==> src/rtl/tsm_pkg.sv <==
// shared types and constants of the timestamp result matcher
`timescale 1ns / 1ps
package tsm_pkg;

   localparam int STAMP_W     = 48;
   localparam int TAG_W       = 16;
   localparam int LIMIT_W     = 5;
   localparam int TIMEOUT_W   = 16;
   localparam int CSR_DATA_W  = 16;
   localparam int MAX_RESULTS = 16;
   localparam int EMIT_W      = $clog2(MAX_RESULTS + 1);

   localparam logic [LIMIT_W-1:0]   LIMIT_RESET   = 5'd16;
   localparam logic [TIMEOUT_W-1:0] TIMEOUT_RESET = 16'd1000;

   typedef enum logic [0:0] {
      OP_FRAME  = 1'b0,
      OP_RESULT = 1'b1
   } op_type;

   typedef enum logic [0:0] {
      CSR_TABLE_LIMIT = 1'b0,
      CSR_TIMEOUT     = 1'b1
   } csr_index_type;

   // what every cell of a row does at a clock edge
   typedef enum logic [1:0] {
      ROW_HOLD   = 2'd0,
      ROW_LOOKUP = 2'd1,
      ROW_INSERT = 2'd2,
      ROW_POP    = 2'd3
   } row_op_type;

   typedef struct packed {
      row_op_type op;
      logic       dup_any;
   } cell_ctl_type;

   typedef struct packed {
      op_type             op;
      logic [STAMP_W-1:0] stamp_ms;
      logic [TAG_W-1:0]   result_tag;
   } req_type;

   typedef struct packed {
      logic [STAMP_W-1:0] match_stamp;
      logic [TAG_W-1:0]   match_tag;
      logic               is_last;
   } rsp_type;

endpackage

==> src/rtl/tsm_cell.sv <==
// one cell of a sorted timestamp row
`timescale 1ns / 1ps
module tsm_cell #(
   parameter int PAY_W = 16
) (
   input  logic                         clock,
   input  tsm_pkg::cell_ctl_type        ctl,
   input  logic                         valid_self,
   input  logic [tsm_pkg::STAMP_W-1:0]  new_key,
   input  logic [PAY_W-1:0]             new_pay,
   input  logic                         lt_left,
   input  logic [tsm_pkg::STAMP_W-1:0]  left_key,
   input  logic [PAY_W-1:0]             left_pay,
   input  logic [tsm_pkg::STAMP_W-1:0]  right_key,
   input  logic [PAY_W-1:0]             right_pay,
   output logic [tsm_pkg::STAMP_W-1:0]  key,
   output logic [PAY_W-1:0]             pay,
   output logic                         lt,
   output logic                         dup_here
);
   import tsm_pkg::*;

   logic [STAMP_W-1:0] key_ff, key_in;
   logic [PAY_W-1:0]   pay_ff, pay_in;
   logic               lt_ff, lt_in;
   logic               eq_ff, eq_in;
   logic               at_pos;

   // first cell whose key is not below the new key
   assign at_pos   = !lt_ff && lt_left;
   assign dup_here = at_pos && eq_ff;

   always_comb begin
      key_in = key_ff;
      pay_in = pay_ff;
      lt_in  = lt_ff;
      eq_in  = eq_ff;
      case (ctl.op)
         ROW_LOOKUP: begin
            lt_in = valid_self && (key_ff < new_key);
            eq_in = valid_self && (key_ff == new_key);
         end
         ROW_INSERT: begin
            if (ctl.dup_any) begin
               if (dup_here) begin
                  pay_in = new_pay;
               end
            end else if (!lt_ff) begin
               if (lt_left) begin
                  key_in = new_key;
                  pay_in = new_pay;
               end else begin
                  key_in = left_key;
                  pay_in = left_pay;
               end
            end
         end
         ROW_POP: begin
            key_in = right_key;
            pay_in = right_pay;
         end
         default: begin
         end
      endcase
   end

   always_ff @(posedge clock) begin
      key_ff <= key_in;
      pay_ff <= pay_in;
      lt_ff  <= lt_in;
      eq_ff  <= eq_in;
   end

   assign key = key_ff;
   assign pay = pay_ff;
   assign lt  = lt_ff;

endmodule

==> src/rtl/tsm_row.sv <==
// sorted row of cells with its fill count
`timescale 1ns / 1ps
module tsm_row #(
   parameter int DEPTH = 16,
   parameter int PAY_W = 16,
   localparam int CW   = $clog2(DEPTH + 2)
) (
   input  logic                         clock,
   input  logic                         reset,
   input  tsm_pkg::row_op_type          op,
   input  logic [tsm_pkg::STAMP_W-1:0]  new_key,
   input  logic [PAY_W-1:0]             new_pay,
   output logic [CW-1:0]                count,
   output logic [tsm_pkg::STAMP_W-1:0]  head_key,
   output logic [PAY_W-1:0]             head_pay
);
   import tsm_pkg::*;

   // one spare cell holds the entry that an insert pushes past the limit
   localparam int N = DEPTH + 1;

   logic [STAMP_W-1:0] key_w [N];
   logic [PAY_W-1:0]   pay_w [N];
   logic [N-1:0]       lt_w;
   logic [N-1:0]       dup_w;
   logic               dup_any;
   cell_ctl_type       ctl;
   logic [CW-1:0]      count_ff, count_in;

   assign dup_any     = |dup_w;
   assign ctl.op      = op;
   assign ctl.dup_any = dup_any;

   for (genvar i = 0; i < N; i++) begin : g_cell
      logic                lt_left;
      logic [STAMP_W-1:0]  left_key, right_key;
      logic [PAY_W-1:0]    left_pay, right_pay;

      if (i == 0) begin : g_first
         assign lt_left  = 1'b1;
         assign left_key = new_key;
         assign left_pay = new_pay;
      end else begin : g_inner_l
         assign lt_left  = lt_w[i-1];
         assign left_key = key_w[i-1];
         assign left_pay = pay_w[i-1];
      end

      if (i == N - 1) begin : g_last
         assign right_key = key_w[i];
         assign right_pay = pay_w[i];
      end else begin : g_inner_r
         assign right_key = key_w[i+1];
         assign right_pay = pay_w[i+1];
      end

      tsm_cell #(
         .PAY_W(PAY_W)
      ) u_cell (
         .clock     (clock),
         .ctl       (ctl),
         .valid_self(CW'(i) < count_ff),
         .new_key   (new_key),
         .new_pay   (new_pay),
         .lt_left   (lt_left),
         .left_key  (left_key),
         .left_pay  (left_pay),
         .right_key (right_key),
         .right_pay (right_pay),
         .key       (key_w[i]),
         .pay       (pay_w[i]),
         .lt        (lt_w[i]),
         .dup_here  (dup_w[i])
      );
   end

   always_comb begin
      count_in = count_ff;
      case (op)
         ROW_INSERT: begin
            if (!dup_any) begin
               count_in = count_ff + CW'(1);
            end
         end
         ROW_POP: begin
            if (count_ff != '0) begin
               count_in = count_ff - CW'(1);
            end
         end
         default: begin
         end
      endcase
   end

   always_ff @(posedge clock) begin
      if (reset) begin
         count_ff <= '0;
      end else begin
         count_ff <= count_in;
      end
   end

   assign count    = count_ff;
   assign head_key = key_w[0];
   assign head_pay = pay_w[0];

endmodule

==> config.mk <==
export PLATFORM = sky130hd
export DESIGN_NAME = tsm_row
export DESIGN_NICKNAME = d
export VERILOG_FILES = /design/src/rtl/tsm_pkg.sv /design/src/rtl/tsm_cell.sv /design/src/rtl/tsm_row.sv
export SDC_FILE = /design/constraint.sdc
export NUM_CORES = 2
export LEC_CHECK = 0
export BUFFER_PORTS_ARGS = -buffer_cell sky130_fd_sc_hd__buf_4
export CORE_MARGIN = 4
export CORE_UTILIZATION = 56
export CTS_BUF_LIST = sky130_fd_sc_hd__clkbuf_16
export DETAILED_ROUTE_END_ITERATION = 8
export PLACE_DENSITY_LB_ADDON = 0.3
export SYNTH_ARGS = -nofsm -noshare
export SYNTH_HDL_FRONTEND = slang
export SYNTH_HIERARCHICAL = 1
export SYNTH_SLANG_ARGS = --single-unit
==> constraint.sdc <==
create_clock -name clock -period 4.8 [get_ports clock]
set_input_delay 0.72 -clock clock [delete_from_list [all_inputs] [get_ports clock]]
set_output_delay 0.72 -clock clock [all_outputs]
set_load 0.05 [all_outputs]
### After elaboration in Yosys (flattened, before gate mapping)

Index checks and enable logic that the tools add are counted.

* eq/ne operators: 72
* magnitude comparators: 34
* add/subtract/negate cells: 2
* muxes and demuxes: 150
* bitwise gates (word level): 2
* reduce and logical (&&, ||, !) cells: 122

Operators with widths (number)
* $mux W48: 48
* $pmux W48 S2: 16
* $mux W16: 67
* $eq A48 B48 Y1: 17
* $lt A48 B48 Y1: 17
* $pmux W16 S2: 16
* $reduce_and A3 Y1: 35
* $logic_and A1 B1 Y1: 67
* $ne A3 B2 Y1 const B: 16
* $ne A3 B3 Y1 const B: 16
* $lt A4 B5 Y1 const A: 8
* $ne A2 B2 Y1 const B: 19
* $lt A3 B5 Y1 const A: 4
* $logic_not A1 Y1: 17
* $reduce_or A17 Y1: 1
* $lt A1 B5 Y1 const A: 2
* $lt A2 B5 Y1 const A: 2
* $mux W5: 2
* $pmux W5 S2: 1
* $add A5 B1 Y5 const B: 1
* $lt A5 B5 Y1 const A: 1
* $reduce_bool A5 Y1: 1
* $sub A5 B1 Y5 const B: 1
* $eq A2 B2 Y1 const B: 2
* 4 further kinds: 5

* register bits: 1127
* output and inout port bits: 69
* logic and storage cells: 451

### Longest topological paths before layout

* word-level depth: 6
* depth in mapped cells: 10
* mapped depth without buffers: 9

### Cells and area by module

Netlist, hierarchy kept.

Modules (own cells, without submodules)
* tsm_cell at g_cell[0].u_cell ...: instances 16, area an instance 4565.6 µm², cells an instance 455, sequential area each 1981.9 µm²
* tsm_cell at g_cell[1].u_cell: instances 1, area an instance 4551.9 µm², cells an instance 457, sequential area each 1981.9 µm²
* tsm_row: instances 1, area an instance 638.1 µm², cells an instance 79, sequential area each 100.1 µm²

### Worst setup path after synthesis

OpenSTA, ideal clock, no wires.

* path type: reg2reg
* start point: register g_cell[9].u_cell.lt_ff
* end point: register g_cell[0].u_cell.pay_ff[0], enable pin
* path buffers: 2
* stages on the path, launching flop included: 10
* setup slack: -326 ps
* data required time: 4433 ps
* data arrival time: 4759 ps
* cells stage by stage: edfxtp_1 > buf_2 > buf_2 > and3b_1 > nor4_4 > and3_2 > nand3_1 > nor2_1 > o21a_1 > a21o_1

* elaborated cells on any way between the ends: 9

RTL lines
* start, declared: RTL line tsm_cell.sv:25 `logic lt_ff, lt_in;`
* start signal, assigned: RTL line tsm_cell.sv:70 `lt_ff <= lt_in;`
* $logic_and A1 B1 Y1 *: RTL line tsm_cell.sv:30 `assign at_pos = !lt_ff && lt_left;`
* $logic_and A1 B1 Y1 *: RTL line tsm_cell.sv:31 `assign dup_here = at_pos && eq_ff;`
* named net dup_w[10]: RTL line tsm_row.sv:25 `logic [N-1:0] dup_w;`
* $reduce_or A17 Y1 *: RTL line tsm_row.sv:30 `assign dup_any = |dup_w;`
* named net dup_any: RTL line tsm_row.sv:26 `logic dup_any;`
* $ne A3 B2 Y1 (no source line) / $ne A3 B3 Y1 (equally long branches)
* $reduce_and A3 Y1 (no source line) *
* end signal, assigned: RTL line tsm_cell.sv:69 `pay_ff <= pay_in;`
* end, declared: RTL line tsm_cell.sv:24 `logic [PAY_W-1:0] pay_ff, pay_in;`

Mark *: on every way through the listed nets, which the timed path passes. The rest lies on a longest branch.
A chain may end at the register's enable or synchronous reset.

### Worst setup path after layout

* start point: register g_cell[13].u_cell.lt_ff
* end point: register g_cell[2].u_cell.pay_ff[1], data pin

* elaborated cells on any way between the ends: 8

RTL lines
* start, declared: RTL line tsm_cell.sv:25
* start signal, assigned: RTL line tsm_cell.sv:70
* $logic_and A1 B1 Y1: RTL line tsm_cell.sv:30
* $logic_and A1 B1 Y1: RTL line tsm_cell.sv:31
* named net dup_w[14]: RTL line tsm_row.sv:25
* $reduce_or A17 Y1: RTL line tsm_row.sv:30
* named net dup_any: RTL line tsm_row.sv:26
* $mux W16: RTL line tsm_cell.sv:44 `if (ctl.dup_any) begin`
* $pmux W16 S2: RTL line tsm_cell.sv:38 `case (ctl.op)`
* named net g_cell[2].u_cell.pay_in[1]: RTL line tsm_cell.sv:24
* end signal, assigned: RTL line tsm_cell.sv:69
* end, declared: RTL line tsm_cell.sv:24

The timed path passes the listed nets, and every way through them passes these cells.

==> out/qor.csv <==
stage,metric,value,unit
run_status,outcome,completed,
timing,final-max-slew-violation-count,0,
layout,design.final.nets,8679,
power_and_ir_drop,cellLeakagePower,0.03580,uW
timing,fmax,267.5,MHz
layout,layout.cells.most_common,nand2_1,
synthesis,syn-cell-area,0.07824,mm2
critical_path,critPathMaxFanout,33,
timing,slew_at_the_pin_closest_to_its_max_slew_limit,1.292,ns
detailed_routing,vias_per_cell,6.014,
critical_path,cp-start-kind,flip-flop,
clocking,postCtsResizedCells,0,
placed_design,detailed_place_hpwl,152.5,mm
synthesis,yosys_warnings,6,
floorplan,initial_core_util,0.5662,
layout,final_standard_cell_area_without_fillers,0.08460,mm2
floorplan,die_height,381.8,um
clocking,htree_num_levels,4,
timing,skew,0.02081,ns
clocking,clock_sinks,1127,
synthesis,synthesis.instances,7816,
floorplan,floorplan.die.width,381.8,um
detailed_routing,post-route-drc-count,0,
timing,fin_setup_tns,0,ns
grt,grt_pass1_wl,317.8,mm
timing,post_route_minimum_period,3.738,ns
critical_path,crit_path_end_kind,flip-flop,
timing,slew_headroom,0.1386,
layout,drive_gt1_frac,0.06628,
floorplan,overall_die_area,0.1458,mm2
critical_path,cp_data_required_time,5.29,ns
critical_path,path_class,flip-flop to flip-flop,
synthesis,yosys.cell_types.count,55,
power_and_ir_drop,power_density,310.7,mW/mm2
grt,grt_overflow_total,0,
placed_design,finalWeightedCongestion,0.8904,
critical_path,worst-endpoint-arrival,4.23,ns
grt,maximum_number_of_pins_on_one_net_before_global_route_repair,129,
synthesis,ys_seq_elements,1127,
critical_path,ff2ff_setup_slack,1.06,ns
layout,most_used_cells_in_the_layout_excluding_fill_and_tap_cells,"nand2_1 (1301), edfxtp_1 (1122), o21ai_0 (1111)",
timing,timing.final.setup_violations,0,
detailed_routing,totalWireLength,201.8,mm
detailed_routing,dr.first_iter.drc_count,5815,
timing,grt_setup_unrepaired,no,
floorplan,fp.coreArea,0.1382,mm2
layout,area_growth_syn_to_layout,8.127,%
hold_path,worst_hold_path_type,primary input to flip-flop,
detailed_routing,wire_per_inst,20.69,um
detailed_routing,drt_first_pass_iters,6,
grt,groute.usage.overall,0.2691,
clocking,clk_path_buf_depth,3,
grt,grt_pass1_vias,56592,
detailed_routing,vias,58664,
clocking,cts-hold-fix-buffers,0,
clocking,clock_insertion_delay_worst_skew,0.76,ns
clocking,cts_setup_buffers,0,
floorplan,floorplan.rows,136,
detailed_routing,route.antenna.remaining_nets,0,
synthesis,synth-seq-area-share,0.4319,
power_and_ir_drop,fin_total_pwr,26280,uW
synthesis,syn_avg_cell_area,10.01,um2
clocking,buffer_type_at_the_clock_tree_root,clkbuf_16,
synthesis,synth_edf_count,1122,
clocking,tritoncts,done,
job,max_cap_violations,0,
placed_design,port_buffers,136,
clocking,tritoncts.num_buffers,133,
synthesis,synthArstFlopShare,0,
synthesis,synth_ff_type,edfxtp_1,
timing,report.final.hold_viol_count,0,
floorplan,io_pins,137,
placed_design,placed_area,0.08050,mm2
grt,initial_antenna_violation_count,0,
timing,fin_crit_sh,0.7788,
synthesis,mappedNetlistNets,8703,
clocking,cts.clk_slew.worst_paths,0.06,ns
power_and_ir_drop,irDropWorstVdd,395.8,uV
-- cell type report --
| cell class | count | area [um2] |
|---|---|---|
| diodes | 1 | 2.502 |
| clock buffers | 138 | 3453 |
| clock inverters | 96 | 646.9 |
| fillers | 11253 | 53570 |
| inverters | 821 | 3082 |
| multi-input cells | 5507 | 39740 |
| flip-flops and latches | 1127 | 33790 |
| well taps | 1863 | 2331 |
| repair buffers | 202 | 1554 |
-- through the flow --
stage,setup WS (ns),cells,util,hold slack (ns)
floorplan,0.2782,7816,-,0.5217
detailed placement,1.234,9520,0.5826,0.5476
CTS,1.174,9754,0.6123,0.1495
global placement,1.254,9520,0.5826,0.5365
global route,1.023,9754,0.6123,0.1737
finish,1.062,9755,0.6123,0.2066
-- flip-flops by register name, indices dropped and copies added (netlist names) --
signal,count
count,5
g_cell.u_cell/key,816
g_cell.u_cell/eq_ff,17
g_cell.u_cell/lt,17
g_cell.u_cell/pay,272
-- worst max-delay path, cell delays in order (launching register included) --
cell      delay [ns]
edfxtp_1        0.52
and3b_1         0.47
nor4_4          0.61
and3_2          0.27
nand3_2         0.08
buf_4           0.37
nor2_4          0.62
mux2i_1         0.36
o21ai_0         0.14
-- power by group --
group / internal, uW / switching (uW)
clock network: 5560 / 4070
registers: 11800 / 587
logic: 1580 / 2710
total: 18900 / 7370
-- per-layer routing --
layer  vias up  routed length (um)  track usage
met5         -                   0            0
li1      28092                   -            -
met2      2293               87080       0.4092
met3       361               14550      0.03259
met1     27918               93000       0.3958
met4         0                7215      0.09938
-- cell usage after synthesis, drive strengths merged, types with 3 or more instances --
cell type / number / share of area
a211o: 18 / 0.0020
a211oi: 33 / 0.0032
a21o: 123 / 0.012
a21oi: 245 / 0.016
a221o: 16 / 0.0020
a221oi: 35 / 0.0052
a41oi: 16 / 0.0033
and2: 34 / 0.0027
and3: 3 / 0.00026
and3b: 17 / 0.0019
and4: 49 / 0.0055
buf: 188 / 0.013
clkbuf: 173 / 0.0086
dfxtp: 5 / 0.0013
edfxtp: 1122 / 0.43
ha: 819 / 0.13
inv: 821 / 0.039
mux2: 3 / 0.00043
mux2i: 1089 / 0.14
nand2: 1301 / 0.062
nand2b: 20 / 0.0016
nand3: 87 / 0.0056
nand4: 105 / 0.0084
nand4b: 16 / 0.0018
nor2: 127 / 0.0077
nor2b: 53 / 0.0043
nor3: 3 / 0.00026
nor4: 38 / 0.0061
o211ai: 18 / 0.0028
o21a: 17 / 0.0016
o21ai: 1176 / 0.075
o221ai: 16 / 0.0018
or3: 17 / 0.0014
-- path summary, 6_finish.rpt --
kind	startpoint	endpoint	cells past startpoint
worst min-delay path	reset	count[1]	2
worst min register to register	g_cell[16].u_cell/pay[15]	g_cell[16].u_cell/pay[15]	2
worst max-delay path	g_cell[13].u_cell/lt	g_cell[2].u_cell/pay[1]	8
worst max register to register	g_cell[13].u_cell/lt	g_cell[2].u_cell/pay[1]	8
-- cells by family after synthesis --
family | synth area share
AND/OR/NAND/NOR | 0.1103
AO/OA/AOI/OAI | 0.1258
buffers and inverters | 0.06109
flip-flops | 0.4319
multiplexers | 0.1398
adder cells (fa/ha/maj) | 0.1310
other | 0.00004793
XOR/XNOR | 0.0001120
Note: power is estimated with default switching activity, not from simulation.
